## src/fbpa_pkg.sv

```systemverilog
// Shared types and constants for the fixed block pool allocator.
// Used by the config registers, link memory, free FIFO and top level.
// No dependencies.
package fbpa_pkg;

  // Pool geometry
  localparam int unsigned MAX_BLOCKS = 256;
  localparam int unsigned IDX_W      = $clog2(MAX_BLOCKS);
  localparam int unsigned LINK_W     = IDX_W + 1;
  localparam int unsigned CNT_W      = IDX_W + 1;
  localparam logic [LINK_W-1:0] NONE_LINK = LINK_W'(MAX_BLOCKS);
  localparam logic [CNT_W-1:0]  MIN_COUNT = CNT_W'(2);
  localparam logic [CNT_W-1:0]  MAX_COUNT = CNT_W'(MAX_BLOCKS);

  // Register field widths
  localparam int unsigned DATA_W  = 32;
  localparam int unsigned SIZE_W  = 25;
  localparam int unsigned PADDR_W = 4;

  // Register map, word index
  localparam logic [1:0] REG_POOL_BASE   = 2'd0;
  localparam logic [1:0] REG_BLOCK_SIZE  = 2'd1;
  localparam logic [1:0] REG_BLOCK_COUNT = 2'd2;
  localparam logic [1:0] REG_USE_QUEUE   = 2'd3;

  // Register reset values
  localparam logic [DATA_W-1:0] RST_POOL_BASE   = 32'd0;
  localparam logic [SIZE_W-1:0] RST_BLOCK_SIZE  = 25'd64;
  localparam logic [CNT_W-1:0]  RST_BLOCK_COUNT = 9'd256;
  localparam logic              RST_USE_QUEUE   = 1'b1;

  typedef enum logic [1:0] {
    OP_ALLOC_AUTO  = 2'd0,
    OP_ALLOC_INDEX = 2'd1,
    OP_FREE        = 2'd2,
    OP_INIT        = 2'd3
  } op_t;

  typedef enum logic [2:0] {
    ST_OK       = 3'd0,
    ST_EMPTY    = 3'd1,
    ST_RANGE    = 3'd2,
    ST_USED     = 3'd3,
    ST_NOT_USED = 3'd4,
    ST_MODE     = 3'd5
  } status_t;

  typedef struct packed {
    logic [DATA_W-1:0] pool_base;
    logic [SIZE_W-1:0] block_size;
    logic [CNT_W-1:0]  block_count;
    logic              use_queue;
  } cfg_t;

  // Link memory write ports and shared read address
  typedef struct packed {
    logic              next_we;
    logic [IDX_W-1:0]  next_addr;
    logic [LINK_W-1:0] next_data;
    logic              prev_we;
    logic [IDX_W-1:0]  prev_addr;
    logic [LINK_W-1:0] prev_data;
    logic [IDX_W-1:0]  rd_addr;
  } link_ctrl_t;

  typedef struct packed {
    logic [LINK_W-1:0] next_link;
    logic [LINK_W-1:0] prev_link;
  } link_rd_t;

  // Free FIFO commands
  typedef struct packed {
    logic             clear;
    logic             fill_we;
    logic [IDX_W-1:0] fill_addr;
    logic             set_level;
    logic [CNT_W-1:0] level;
    logic             pop;
    logic             push;
    logic [IDX_W-1:0] push_data;
  } fifo_ctrl_t;

  typedef struct packed {
    logic [CNT_W-1:0] fill;
    logic [IDX_W-1:0] head_data;
  } fifo_stat_t;

endpackage

```

## src/fbpa_cfg_regs.sv

```systemverilog
// APB-style configuration registers of the block pool allocator.
// Depends on fbpa_pkg for the register map, widths and reset values.
module fbpa_cfg_regs (
  input  logic                         clk,
  input  logic                         rst,
  input  logic                         psel,
  input  logic                         penable,
  input  logic                         pwrite,
  input  logic [fbpa_pkg::PADDR_W-1:0] paddr,
  input  logic [fbpa_pkg::DATA_W-1:0]  pwdata,
  output logic [fbpa_pkg::DATA_W-1:0]  prdata,
  output fbpa_pkg::cfg_t               cfg
);

  logic       wr_en;
  logic [1:0] reg_sel;

  assign wr_en   = psel && penable && pwrite;
  assign reg_sel = paddr[3:2];

  // Write on the access phase of a write transaction
  always_ff @(posedge clk) begin
    if (rst) begin
      cfg.pool_base   <= fbpa_pkg::RST_POOL_BASE;
      cfg.block_size  <= fbpa_pkg::RST_BLOCK_SIZE;
      cfg.block_count <= fbpa_pkg::RST_BLOCK_COUNT;
      cfg.use_queue   <= fbpa_pkg::RST_USE_QUEUE;
    end else if (wr_en) begin
      unique case (reg_sel)
        fbpa_pkg::REG_POOL_BASE:   cfg.pool_base   <= pwdata;
        fbpa_pkg::REG_BLOCK_SIZE:  cfg.block_size  <= pwdata[fbpa_pkg::SIZE_W-1:0];
        fbpa_pkg::REG_BLOCK_COUNT: cfg.block_count <= pwdata[fbpa_pkg::CNT_W-1:0];
        fbpa_pkg::REG_USE_QUEUE:   cfg.use_queue   <= pwdata[0];
        default: ;
      endcase
    end
  end

  // Read back, zero extended
  always_comb begin
    unique case (reg_sel)
      fbpa_pkg::REG_POOL_BASE:   prdata = cfg.pool_base;
      fbpa_pkg::REG_BLOCK_SIZE:  prdata = {7'd0, cfg.block_size};
      fbpa_pkg::REG_BLOCK_COUNT: prdata = {23'd0, cfg.block_count};
      fbpa_pkg::REG_USE_QUEUE:   prdata = {31'd0, cfg.use_queue};
      default:                   prdata = '0;
    endcase
  end

endmodule

```

## config.mk

```make
export PLATFORM = sky130hd
export DESIGN_NAME = fbpa_cfg_regs
export DESIGN_NICKNAME = d
export VERILOG_FILES = /design/src/fbpa_pkg.sv /design/src/fbpa_cfg_regs.sv
export SDC_FILE = /design/constraint.sdc
export NUM_CORES = 1
export LEC_CHECK = 0
export ABC_AREA = 1
export BUFFER_PORTS_ARGS = -buffer_cell sky130_fd_sc_hd__buf_2
export CAP_MARGIN = 5
export CORE_UTILIZATION = 45
export CTS_CLUSTER_SIZE = 16
export DETAILED_ROUTE_END_ITERATION = 8
export GPL_ROUTABILITY_DRIVEN = 0
export PLACE_DENSITY = 0.77
export REMOVE_ABC_BUFFERS = 1
export SLEW_MARGIN = 20
export SYNTH_ARGS = -nofsm -noshare
export SYNTH_HDL_FRONTEND = slang
export SYNTH_SLANG_ARGS = --single-unit
export TNS_END_PERCENT = 100
```

## constraint.sdc

```tcl
create_clock -name clk -period 1.7 [get_ports clk]
set_input_delay 0 -clock clk [delete_from_list [all_inputs] [get_ports clk]]
set_output_delay 0 -clock clk [all_outputs]
set_load 0.01 [all_outputs]
```

* After elaboration in Yosys (flattened, before gate mapping) *
Cells that the tools add are included.

storage, ports and cells
  latch bits = 0
  output and inout bits = 99
  input port bits = 41
  RAM bits = 0
  memory bits (read-only) = 0
  flip-flop bits (word level) = 67
  memories kept = 0
  word-level logic and storage cells = 15

operators by class
  order comparisons = 0
  multiply operators = 0
  bitwise logic cells = 0
  shift operators = 0
  eq/ne operators = 3
  add/subtract/negate cells = 0
  mux-type cells = 1
  divide/modulo/power cells = 0
  reduce and logical (&&, ||, !) cells = 7

operator list
  kind                  number
  $pmux W32 S4          1
  $reduce_and A2 Y1     4
  $eq A2 B2 Y1 const B  2
  $eq A2 B1 Y1 const B  1
  $logic_and A1 B1 Y1   2
  $logic_not A2 Y1      1

* Depth between registers and ports, before layout *
  depth after elaboration = 3
  mapped depth = 7
  depth with buffers taken out = 5

* Least setup slack after synthesis *
OpenSTA, ideal clock, no wires.

  path kind = input to register
  start = in pwrite
  end = reg cfg[19] in the netlist's numbering
  setup time = 0.064 ns
  slack = 0.921 ns
  buffers on the path = 1
  cell stages on the path = 5
  required time = 1.636 ns
  arrival time = 0.715 ns
  path through = nand3_1 nor2_4 buf_6 nor2_1 nor2_1

between the ends
  longest elaborated chain between the ends = 2

ends and longest elaborated chain
  element                      line                 text
  start, declared              fbpa_cfg_regs.sv:8   input logic pwrite,
  $logic_and A1 B1 Y1          fbpa_cfg_regs.sv:18  assign wr_en = psel && penable && pwrite;
  $reduce_and A2 Y1 (no line)  -
  end, declared                fbpa_cfg_regs.sv:12  output fbpa_pkg::cfg_t cfg

Every way passes these cells.
A chain may end at the register's enable or synchronous reset.

* Worst setup path after layout *
  start = in paddr[2] in the netlist's numbering
  end = out prdata[22] in the netlist's numbering

between the ends
  longest elaborated chain between the ends = 2
  elaborated cells between the ends (all ways) = 5
  classes of those cells = 3 x eq/ne; 1 x mux; 1 x reduce/logical

ends and longest elaborated chain
  element                               line                 text
  start, declared                       fbpa_cfg_regs.sv:9   input logic [fbpa_pkg::PADDR_W-1:0] paddr,
  $eq A2 B2 Y1 (tied with other cells)  fbpa_cfg_regs.sv:41  unique case (reg_sel)
  $pmux W32 S4 (*)                      fbpa_cfg_regs.sv:41
  end, declared                         fbpa_cfg_regs.sv:11  output logic [fbpa_pkg::DATA_W-1:0] prdata,

Mark *: on every way between the ends. The rest lies on a longest branch, timed or not.

==> metrics.md <==
| Metric | Value |
|---|---|
| Clk_lat worst skew | 0.33 ns |
| Outcome | complete, no violations |
| Reg-to-reg critical path endpoint | cfg[0] |
| Buffer and inverter count on the worst path | 4 |
| Via count | 3,473 |
| CP max stage cell | buf_4 |
| Share of layout cells above drive strength 1 | 27.3% |
| RR Startpoint | cfg[0] |
| IO Port Bufs | 137 |
| GRT Overall Usage | 24.6% |
| Die Y-Extent | 86.2 um |
| Worst-Margin Slew | 0.455 ns |
| DRC | 0 |
| Setup Crit Path Kind | primary input to primary output |
| Crit Path Max Fanout | 32 |
| Hold slack | 0.00898 ns |
| Final worst-path cycle share | 62.2% |
| TritonCTS Buffers | 9 |
| Max-slew headroom | 69.6% |
| Htree depth | 3 |
| Max rail drop VDD | 0.533 mV |
| WL final | 9110 um |
| CTS tree | built |
| Row count | 30 |
| Largest register FFs | 67 |
| Postcts setup bufs | 0 |
| Largest registers | cfg: 67 flops |
| Largest Register | cfg |
| DRT Pass-1 Iters | 4 |
| Initial antenna violation count | 0 |
| Arr. time, crit path | 1.06 ns |
| Clock Skews | 0 ns |
| CP Capture Point | prdata[22] |
| Dpl hpwl | 5620 um |
| Via density | 4.74 |
| Min-Delay Startpoint | pwdata[10] |
| Seq/Total Area, Yosys | 42.0% |
| Clk sinks | 67 |
| CP Launch Type | primary input |
| Syn Area/Cell | 6.65 sq um |
| Area leader, netlist | dfxtp_1 |
| Final Util | 63.8% |
| Dpl cells | 692 |
| Largest stage delay on the critical path | 0.34 ns |
| FF-to-FF path depth | 2 |
| FMAX | 0.946 GHz |
| Post-cts sizing count | 0 |
| Root buffer cell | clkbuf_8 |
| RSZ-0062 raised after global routing | false |
| Critical Path Stages | 6 |
| CTS clk-pin slew, worst paths | 0.08 ns |
| Netlist Area Pre-Place | 0.00319 sq mm |
| Die area | 0.00744 sq mm |
| Top post-synthesis cells by area | dfxtp_1 42%, nor2_1 16%, nand3_1 12% |
| Final Net Count | 673 |
| First-pass GRT wire length | 14,400 um |
| Drt first-iter violations | 172 |
| Synth warn | 0 |
| DRT antenna net count | 0 |
| WL/cell | 12.4 um |
| Post-Syn Instances | 480 |
| Final setup vio count | 0 |
| N_diodes | 0 |
| PD cells | 761 mW/mm^2 |
| CTS Buffer Depth | 2 |
| Top delay family on crit path | buffers and inverters |
| Initial Util | 46.7% |
| Hold/Removal Path Class | primary input to flip-flop |
| Cts hold-fix bufs | 25 |
| CP cell instances | buf_2 -> inv_2 -> nor2_4 -> buf_4 -> a22o_1 -> buf_2 |
| Minimum clock period | 1.06 ns |
| Distinct cells, synth | 18 |
| Vias in the first global route | 3,107 |
| CP required | 1.70 ns |
| # Max-Cap Violations | 0 |
| Worst Setup End Kind | primary output |
| Non-filler instance count after layout | 733 |
| Pin count of the biggest net entering global routing | 66 |
| P&R area growth vs syn | 36.6% |
| Total gr overflow | 0 |
| Core area | 0.00683 sq mm |
| Hold Vio Cnt, Final | 0 |
| Static leakage | 2.27 nW |
| Top cell by count, worst path | buf_2 |
| Flop2flop setup slack | 1.04 ns |
| Area share of the largest cell type after synthesis | 42.0% |
| Die X | 86.2 um |
| Critical path origin | paddr[2] |
| Io pins | 140 |
| Max Transition Viols Final | 0 |
| Post-synthesis register bit count | 67 |
synthesized netlist by cell type (all sizes together):
library cell,count
nand3,77
inv,44
o21ai,3
dfxtp,67
buf,25
nand2,99
clkbuf,6
a22o,16
nor2,142
nand4,1
worst min-delay path by stage:
stage	endpoint	slack (ns)	cells after the start
6_report	cfg[45]	0.009	5
5_1_grt	cfg[2]	0.03	5
4_1_cts	cfg[52]	0.001	5
3_5_place_dp	cfg[9]	0.24	3
3_3_place_gp	cfg[9]	0.23	3
2_1_floorplan	cfg[16]	0.13	2
cells by family (layout without fill, tap and decap cells):
logic type / after synthesis / in the layout / share of synthesized area, %
buf+inv: 75 / 232 / 11.1
simple gates: 319 / 319 / 42.0
compound gates: 19 / 19 / 4.86
flops: 67 / 67 / 42.0
where the power goes:
| part | internal (W) | switching [W] | total [W] |
|---|---|---|---|
| Sequential | 0.00160 | 0.0000261 | 0.00163 |
| Clock | 0.000650 | 0.000598 | 0.00125 |
| Combinational | 0.000184 | 0.000256 | 0.000440 |
routing by layer:
layer	part of all wire [%]	routed length, um	global-route usage (%)	vias up
met2	49	4490	43.4	118
met5	0	0	0	-
met4	0.94	86	7.58	0
met3	6.0	547	5.14	10
li1	-	-	-	1792
met1	44	3980	29.9	1553
stage by stage:
stage	total power [W]	worst slack [ns]	cell area, sq um	TNS, ns
floorplan	0.00189	-0.697	3000	-45.25
global placement	0.00205	0.578	3920	0
detailed placement	0.00206	0.513	3920	0
CTS	0.00335	0.638	4360	0
global route	0.00347	0.583	4360	0
finish	0.00332	0.643	4360	0
worst register-to-register path, stage by stage, from the launching register on:
cell	delay, ns
dfxtp_1	0.34
o21ai_0	0.09
nand3_1	0.10
layout by cell type, fill, tap and decap left out, drive strengths merged:
| master | n |
|---|---|
| nand3 | 77 |
| nor2 | 142 |
| nand4 | 1 |
| o21ai | 3 |
| clkinvlp | 1 |
| inv | 44 |
| nand2 | 99 |
| clkinv | 2 |
| buf | 147 |
| a22o | 16 |
| dfxtp | 67 |
| dlygate4sd3 | 25 |
| clkbuf | 13 |
layout make-up:
type | count | area, sq um
Clock buffer | 13 | 169
Clock inverter | 3 | 21.3
Fill cell | 677 | 2470
Inverter | 44 | 165
Multi-Input combinational cell | 338 | 1510
Sequential cell | 67 | 1340
Tap cell | 96 | 120
Timing Repair Buffer | 172 | 1040
No activity file was read; power rests on OpenSTA's default activity.
