File: config.mk
export PLATFORM = sky130hd
export DESIGN_NAME = fbpa_free_fifo
export DESIGN_NICKNAME = d
export VERILOG_FILES = /design/src/fbpa_pkg.sv /design/src/fbpa_free_fifo.sv
export SDC_FILE = /design/constraint.sdc
export NUM_CORES = 2
export LEC_CHECK = 0
export ABC_AREA = 1
export BUFFER_PORTS_ARGS = -buffer_cell sky130_fd_sc_hd__buf_4
export CORE_MARGIN = 5
export CORE_UTILIZATION = 45
export DETAILED_ROUTE_END_ITERATION = 16
export GPL_ROUTABILITY_DRIVEN = 1
export PLACE_DENSITY = 0.7
export SYNTH_ARGS = -nofsm -noshare
export SYNTH_HDL_FRONTEND = slang
export SYNTH_SLANG_ARGS = --single-unit
File: constraint.sdc
create_clock -name clk -period 13.4 [get_ports clk]
set_clock_uncertainty 0.15 [all_clocks]
set_input_delay 0 -clock clk [delete_from_list [all_inputs] [get_ports clk]]
set_output_delay 0 -clock clk [all_outputs]
set_load 0.02 [all_outputs]
File: src/fbpa_pkg.sv
// Shared types and constants for the fixed block pool allocator.
// Used by the config registers, link memory, free FIFO and top level.
// No dependencies.
package fbpa_pkg;

  // Pool geometry
  localparam int unsigned MAX_BLOCKS = 256;
  localparam int unsigned IDX_W      = $clog2(MAX_BLOCKS);
  localparam int unsigned LINK_W     = IDX_W + 1;
  localparam int unsigned CNT_W      = IDX_W + 1;
  localparam logic [LINK_W-1:0] NONE_LINK = LINK_W'(MAX_BLOCKS);
  localparam logic [CNT_W-1:0]  MIN_COUNT = CNT_W'(2);
  localparam logic [CNT_W-1:0]  MAX_COUNT = CNT_W'(MAX_BLOCKS);

  // Register field widths
  localparam int unsigned DATA_W  = 32;
  localparam int unsigned SIZE_W  = 25;
  localparam int unsigned PADDR_W = 4;

  // Register map, word index
  localparam logic [1:0] REG_POOL_BASE   = 2'd0;
  localparam logic [1:0] REG_BLOCK_SIZE  = 2'd1;
  localparam logic [1:0] REG_BLOCK_COUNT = 2'd2;
  localparam logic [1:0] REG_USE_QUEUE   = 2'd3;

  // Register reset values
  localparam logic [DATA_W-1:0] RST_POOL_BASE   = 32'd0;
  localparam logic [SIZE_W-1:0] RST_BLOCK_SIZE  = 25'd64;
  localparam logic [CNT_W-1:0]  RST_BLOCK_COUNT = 9'd256;
  localparam logic              RST_USE_QUEUE   = 1'b1;

  typedef enum logic [1:0] {
    OP_ALLOC_AUTO  = 2'd0,
    OP_ALLOC_INDEX = 2'd1,
    OP_FREE        = 2'd2,
    OP_INIT        = 2'd3
  } op_t;

  typedef enum logic [2:0] {
    ST_OK       = 3'd0,
    ST_EMPTY    = 3'd1,
    ST_RANGE    = 3'd2,
    ST_USED     = 3'd3,
    ST_NOT_USED = 3'd4,
    ST_MODE     = 3'd5
  } status_t;

  typedef struct packed {
    logic [DATA_W-1:0] pool_base;
    logic [SIZE_W-1:0] block_size;
    logic [CNT_W-1:0]  block_count;
    logic              use_queue;
  } cfg_t;

  // Link memory write ports and shared read address
  typedef struct packed {
    logic              next_we;
    logic [IDX_W-1:0]  next_addr;
    logic [LINK_W-1:0] next_data;
    logic              prev_we;
    logic [IDX_W-1:0]  prev_addr;
    logic [LINK_W-1:0] prev_data;
    logic [IDX_W-1:0]  rd_addr;
  } link_ctrl_t;

  typedef struct packed {
    logic [LINK_W-1:0] next_link;
    logic [LINK_W-1:0] prev_link;
  } link_rd_t;

  // Free FIFO commands
  typedef struct packed {
    logic             clear;
    logic             fill_we;
    logic [IDX_W-1:0] fill_addr;
    logic             set_level;
    logic [CNT_W-1:0] level;
    logic             pop;
    logic             push;
    logic [IDX_W-1:0] push_data;
  } fifo_ctrl_t;

  typedef struct packed {
    logic [CNT_W-1:0] fill;
    logic [IDX_W-1:0] head_data;
  } fifo_stat_t;

endpackage

File: src/fbpa_free_fifo.sv
// Free-index FIFO: a circular memory of block indices with read and
// write pointers and a fill level. Depends on fbpa_pkg.
module fbpa_free_fifo (
  input  logic                 clk,
  input  logic                 rst,
  input  fbpa_pkg::fifo_ctrl_t ctrl,
  output fbpa_pkg::fifo_stat_t stat
);

  logic [fbpa_pkg::IDX_W-1:0] mem [fbpa_pkg::MAX_BLOCKS];
  logic [fbpa_pkg::IDX_W-1:0] rd_ptr;
  logic [fbpa_pkg::IDX_W-1:0] wr_ptr;
  logic [fbpa_pkg::CNT_W-1:0] fill;
  logic [fbpa_pkg::IDX_W-1:0] rd_data;

  // Write the initial sweep or a pushed index, register the head entry
  always_ff @(posedge clk) begin
    if (ctrl.fill_we) begin
      mem[ctrl.fill_addr] <= ctrl.fill_addr;
    end else if (ctrl.push) begin
      mem[wr_ptr] <= ctrl.push_data;
    end
    rd_data <= mem[rd_ptr];
  end

  // Pointers wrap naturally at MAX_BLOCKS entries
  always_ff @(posedge clk) begin
    if (rst || ctrl.clear) begin
      rd_ptr <= '0;
      wr_ptr <= '0;
      fill   <= '0;
    end else if (ctrl.set_level) begin
      wr_ptr <= ctrl.level[fbpa_pkg::IDX_W-1:0];
      fill   <= ctrl.level;
    end else if (ctrl.pop) begin
      rd_ptr <= rd_ptr + 1'b1;
      fill   <= fill - 1'b1;
    end else if (ctrl.push) begin
      wr_ptr <= wr_ptr + 1'b1;
      fill   <= fill + 1'b1;
    end
  end

  assign stat.fill      = fill;
  assign stat.head_data = rd_data;

endmodule

# Word-level counts from Yosys, hierarchy flattened
# Memory sizes are Yosys's and may differ from the RTL's. A register that Yosys moved wholly into a read port is not among the register bits.
# Cells that the tools add are included.
# word_totals
output_inout_bits	17
n_memories	1
in_bits	32
word_cells	30
mem_bits_rw	2048
ff_bits	25
# memory_table
memory	depth	width	rd	rd_clocked_by_memory_dff	wr	line_no	text
mem	256	8	1	1	1	fbpa_free_fifo.sv:10	logic [fbpa_pkg::IDX_W-1:0] mem [fbpa_pkg::MAX_BLOCKS];
# classes
n_reduce_logical	6
n_bitwise	1
eq_ne	1
n_mux	14
addsub	4
# ops
cell	count
8-bit 2-to-1 mux	5
9-bit 2-to-1 mux	3
8-bit by 1-bit adder with 8-bit output, second input constant	2
9-bit by 1-bit adder with 9-bit output, second input constant	1
9-bit by 1-bit subtractor with 9-bit output, second input constant	1
8-bit OR reduction	1
1-bit 2-to-1 mux	6
2-bit AND reduction	2
3-bit nonzero test	1
2-bit by 1-bit inequality test with 1-bit output, second input constant	1
2-bit nonzero test	1
1-bit logical OR	1
1-bit NOT	1

# Depth between registers and ports, before layout
# logic_depth
ltp_word	5
depth_mapped	19
ltp_nobuf	15

# Least setup slack after synthesis
# OpenSTA, ideal clock, no wires.
# synth_path
kind	input-to-reg
from	input port ctrl[28] (netlist name)
to	memory mem[0][4] (netlist name) (data pin)
arrival_time_ps	3450
cell_stages	5
setup_ps	822
slack_ps	8978
path_buffers	1
required_ps	12428
cell_sequence	inv_2 -> nand2_2 -> buf_4 -> nand2_1 -> nand2_1
# synth_via
elab_chain_cells	4
# synth_rtl
item	line_no	text
start, declared	fbpa_free_fifo.sv:6	input fbpa_pkg::fifo_ctrl_t ctrl,
1-bit 2-to-1 mux	fbpa_free_fifo.sv:18	if (ctrl.fill_we) begin
1-bit 2-to-1 mux (not written as such)	fbpa_free_fifo.sv:21	mem[wr_ptr] <= ctrl.push_data;
8-bit OR reduction (no line)	-	
8-bit 2-to-1 mux (no line)	-	
end, declared	fbpa_free_fifo.sv:10	
# Every way passes these cells.

==> results.md <==
* Period minus WS final at around 5.5 ns
* Via Count at just under 60,000
* Fraction of layout cells with a size suffix above 1 at roughly 5.5%
* Cell Area, Synth at a little under 0.09 mm2
* Syn Nets at about 8,000
* Vias in the first global route at about 56,000
* 1st-pass router iterations at 6
* Worst-path clk slew at ~0.060 ns
* HP Class: in2reg
* Worst Path Buf+Inv at 4
* Die X at around 450 um
* CTS root buf: clkbuf_16
* Hold Crit Start: ctrl[20]
* Global-route wire length before repair at ~350,000 um
* Reg-to-Reg Start: rd_ptr[0]
* WHS at between 0.05 and 0.06 ns
* Crit. End Element: flop
* Synth unique cells at 37
* Setup Viol. Count Final at 0
* Final Hold Viols at 0
* Total global-route track usage at between 20% and 30%
* Dpl hpwl at approximately 130,000 um
* Fillers at roughly 16,000
* Vias per inst at between 5 and 6
* Cell Chain, Critical Path: buf_4 -> buf_4 -> buf_4 -> buf_4 -> nor2_1 -> nor2_1 -> o21ai_0 -> nand2_1 -> nand2_1 -> nand2_1 -> nor2_1 -> nand2_1 -> nand3_1 -> nand2_1 -> nand3_1 -> nand2_1
* CP dominant cell by count: nand2_1
* Synth warn at 0
* Seq cells post-synth at 2,081
* Initial Util at a little under half
* Total Neg Setup Slack at 0 ns
* Leak pwr at 35.0 nW
* R2R setup slack at roughly 8 ns
* Final #Nets at between 7,000 and 8,000
* Max Slew Vio Count at 0
* Slowest library cell on the worst path: dfxtp_4
* Hold depth at 3
* Post-synthesis cell count at ~8,000
* Setup CP Type: reg2reg
* Initial DRC Count at 8,229
* # rows at around 160
* Clk_lat worst skew at 0.83 ns
* Worst Path Arrival at around 6.1 ns
* Worst Setup SP: rd_ptr[0]
* Post-route setup slack at 7.92 ns
* Core ar. at 0.193 mm2
* Initial antenna violation count at 8
* Max-cap violations at 0
* Post-route DRC at 0
* Die Y at around 450 um
* Post-route clock period utilization at 40.9%
* Dpl ws at 8.14 ns
* CP Launch Type: flop
* Synthesized area per cell at roughly 11 um2
* PostCTS Resize Cnt at 0
* Post-synth top area share at between 70% and 80%
* Antenna-violating nets left at 0
* TritonCTS Sinks at approximately 2,100
* Cell type with the largest total area after synthesis: edfxtp_1
* Total Die Area at 0.203 mm2
* Achievable frequency at around 0.18 GHz
* Largest net degree at the start of global routing at between 200 and 250
* Worst R2R Path Depth at 16
* CTS tree: yes
* PwrDens at 138 mW/mm2
* Port Buffers at 48
* I/O pin total at a little under 50
* # H-tree levels at 4
* Crit. path cell count at 16
* Max FO, Critical Path at 74
* Slew HR at between 10% and 20%
* Status: finished clean
* Max incr delay on CP at approximately 0.93 ns
* CP required at between 10 and 15 ns
* CTS Hold Bufs at between 50 and 60
* Largest cells by area after synthesis: edfxtp_1 70%, nand2_1 8.8%, nor2_1 5.8%
* Seq/Total Area, Yosys at 71.2%
* Kind of cell adding the most delay to the critical path: buffers and inverters
* Area grow syn2layout at 10.1%
* Wire per inst at roughly 22 um
* RePlAce Congestion at between 0.9 and 1
* Maximum vdd drop at about 110 uV
* Overflow after GRT at 0
* Post-Route WL at 236,000 um
* Worst-margin pin slew at ~1.3 ns
* RSZ-0062 raised after global routing: no
* CTS Buffer Depth at 3
* Num CTS Buffers at between 200 and 250
* Post-CTS Setup Bufs at 0
[flip-flops by register name (all words and copies together), names as in the netlist]
signal / count
fill: 9
mem: 2048
rd_data: 8
rd_ptr: 8
wr_ptr: 8
[area by class of cell]
class / instances / area [um2] / area share [%]
clock buffers: 264 / 5400 / 5.62
inverters: 493 / 1880 / 1.96
multi-input cells: 4940 / 21000 / 21.8
repair buffers: 193 / 1710 / 1.78
flip-flops and latches: 2081 / 62200 / 64.6
well taps: 2526 / 3160 / 3.29
diodes: 7 / 17.5 / 0.0182
clock inverters: 107 / 860 / 0.894
[logic make-up (layout without fill, tap and decap cells)]
kind of cell | count (synthesis) | count (layout) | share of synthesized area (%)
other | 0 | 7 | 0
buffers and inverters | 963 | 1057 | 4.89
AND/OR/NAND/NOR | 4015 | 4015 | 18.1
adder cells (fa/ha/maj) | 10 | 10 | 0.152
flip-flops | 2081 | 2081 | 71.2
XOR/XNOR | 6 | 6 | 0.0602
AO/OA/AOI/OAI | 909 | 909 | 5.58
[per-layer routing]
| metal | part of all wire, % | GRT usage [%] |
|---|---|---|
| met5 | 0.017 | 0 |
| met3 | 11 | 5.17 |
| met1 | 39 | 31.8 |
| met2 | 46 | 34.5 |
| met4 | 3.8 | 8.53 |
[report_power, final]
group / switching [mW] / leakage [nW] / internal (mW)
clock: 2.42 / 3.06 / 3.03
combinational: 0.479 / 13.2 / 0.123
sequential: 0.0130 / 18.7 / 7.23
[path summary, 6_finish.rpt]
path,endpoint
worst max register to register,rd_data[1]
worst min register to register,fill[8]
worst min-delay path,mem[47][0]
worst max-delay path,rd_data[1]
[worst reg2reg max path: stages (launching register included)]
cell	delay, ns
dfxtp_4	0.93
buf_4	0.85
buf_4	0.76
buf_4	0.79
buf_4	0.70
nor2_1	0.17
nor2_1	0.12
o21ai_0	0.10
nand2_1	0.10
nand2_1	0.05
nand2_1	0.08
nor2_1	0.06
nand2_1	0.15
nand3_1	0.11
nand2_1	0.15
nand3_1	0.08
nand2_1	0.08
[stage by stage]
step	total power, mW	utilization [%]	cells	instance area (um2)
2_1_floorplan	7.76	-	7984	87300
3_3_place_gp	7.94	46.3	10175	89300
3_5_place_dp	7.95	46.3	10175	89300
4_1_cts	13.3	49.9	10604	96200
5_1_grt	13.7	49.9	10605	96200
6_report	13.3	49.9	10611	96200
[placed cells by master (no fill, tap or decap), types with 3 or more instances in the layout]
cell type / instances
a21oi_1: 117
a31oi_1: 14
buf_12: 10
buf_4: 129
bufinv_16: 10
clkbuf_1: 55
clkbuf_16: 206
clkbuf_8: 3
clkinv_1: 45
clkinv_2: 36
clkinv_8: 3
clkinvlp_4: 5
dfxtp_1: 30
dfxtp_4: 3
diode_2: 7
dlygate4sd3_1: 54
edfxtp_1: 2048
ha_1: 9
inv_1: 485
inv_16: 3
inv_4: 3
inv_6: 7
nand2_1: 2044
nand2_2: 4
nand2_4: 8
nand3_1: 592
nor2_1: 1351
nor2_2: 4
o211ai_1: 111
o21ai_0: 613
o21ai_1: 44
o21ai_2: 3
or2_2: 5
xor2_1: 5
[synth_stat cells]
cell type     n
nand2_1    2055
edfxtp_1   2048
nor2_1     1353
o21ai_0     613
nand3_1     592
inv_1       486
buf_2       209
clkbuf_1    131
a21oi_1     117
o211ai_1    111
buf_1        60
o21ai_1      44
buf_4        37
dfxtp_1      33
buf_6        32
a31oi_1      14
ha_1          9
or2_2         5
xor2_1        5
clkinv_1      3
inv_2         3
nor2_2        3
o21ai_2       3
a221oi_1      2
and3_1        2
nor3_1        2
o22ai_1       2
a211oi_1      1
a21o_1        1
buf_8         1
fa_1          1
inv_4         1
nand2_2       1
nand4_1       1
nor3_2        1
o21a_1        1
xnor2_1       1
No activity file was read; power rests on OpenSTA's default activity.
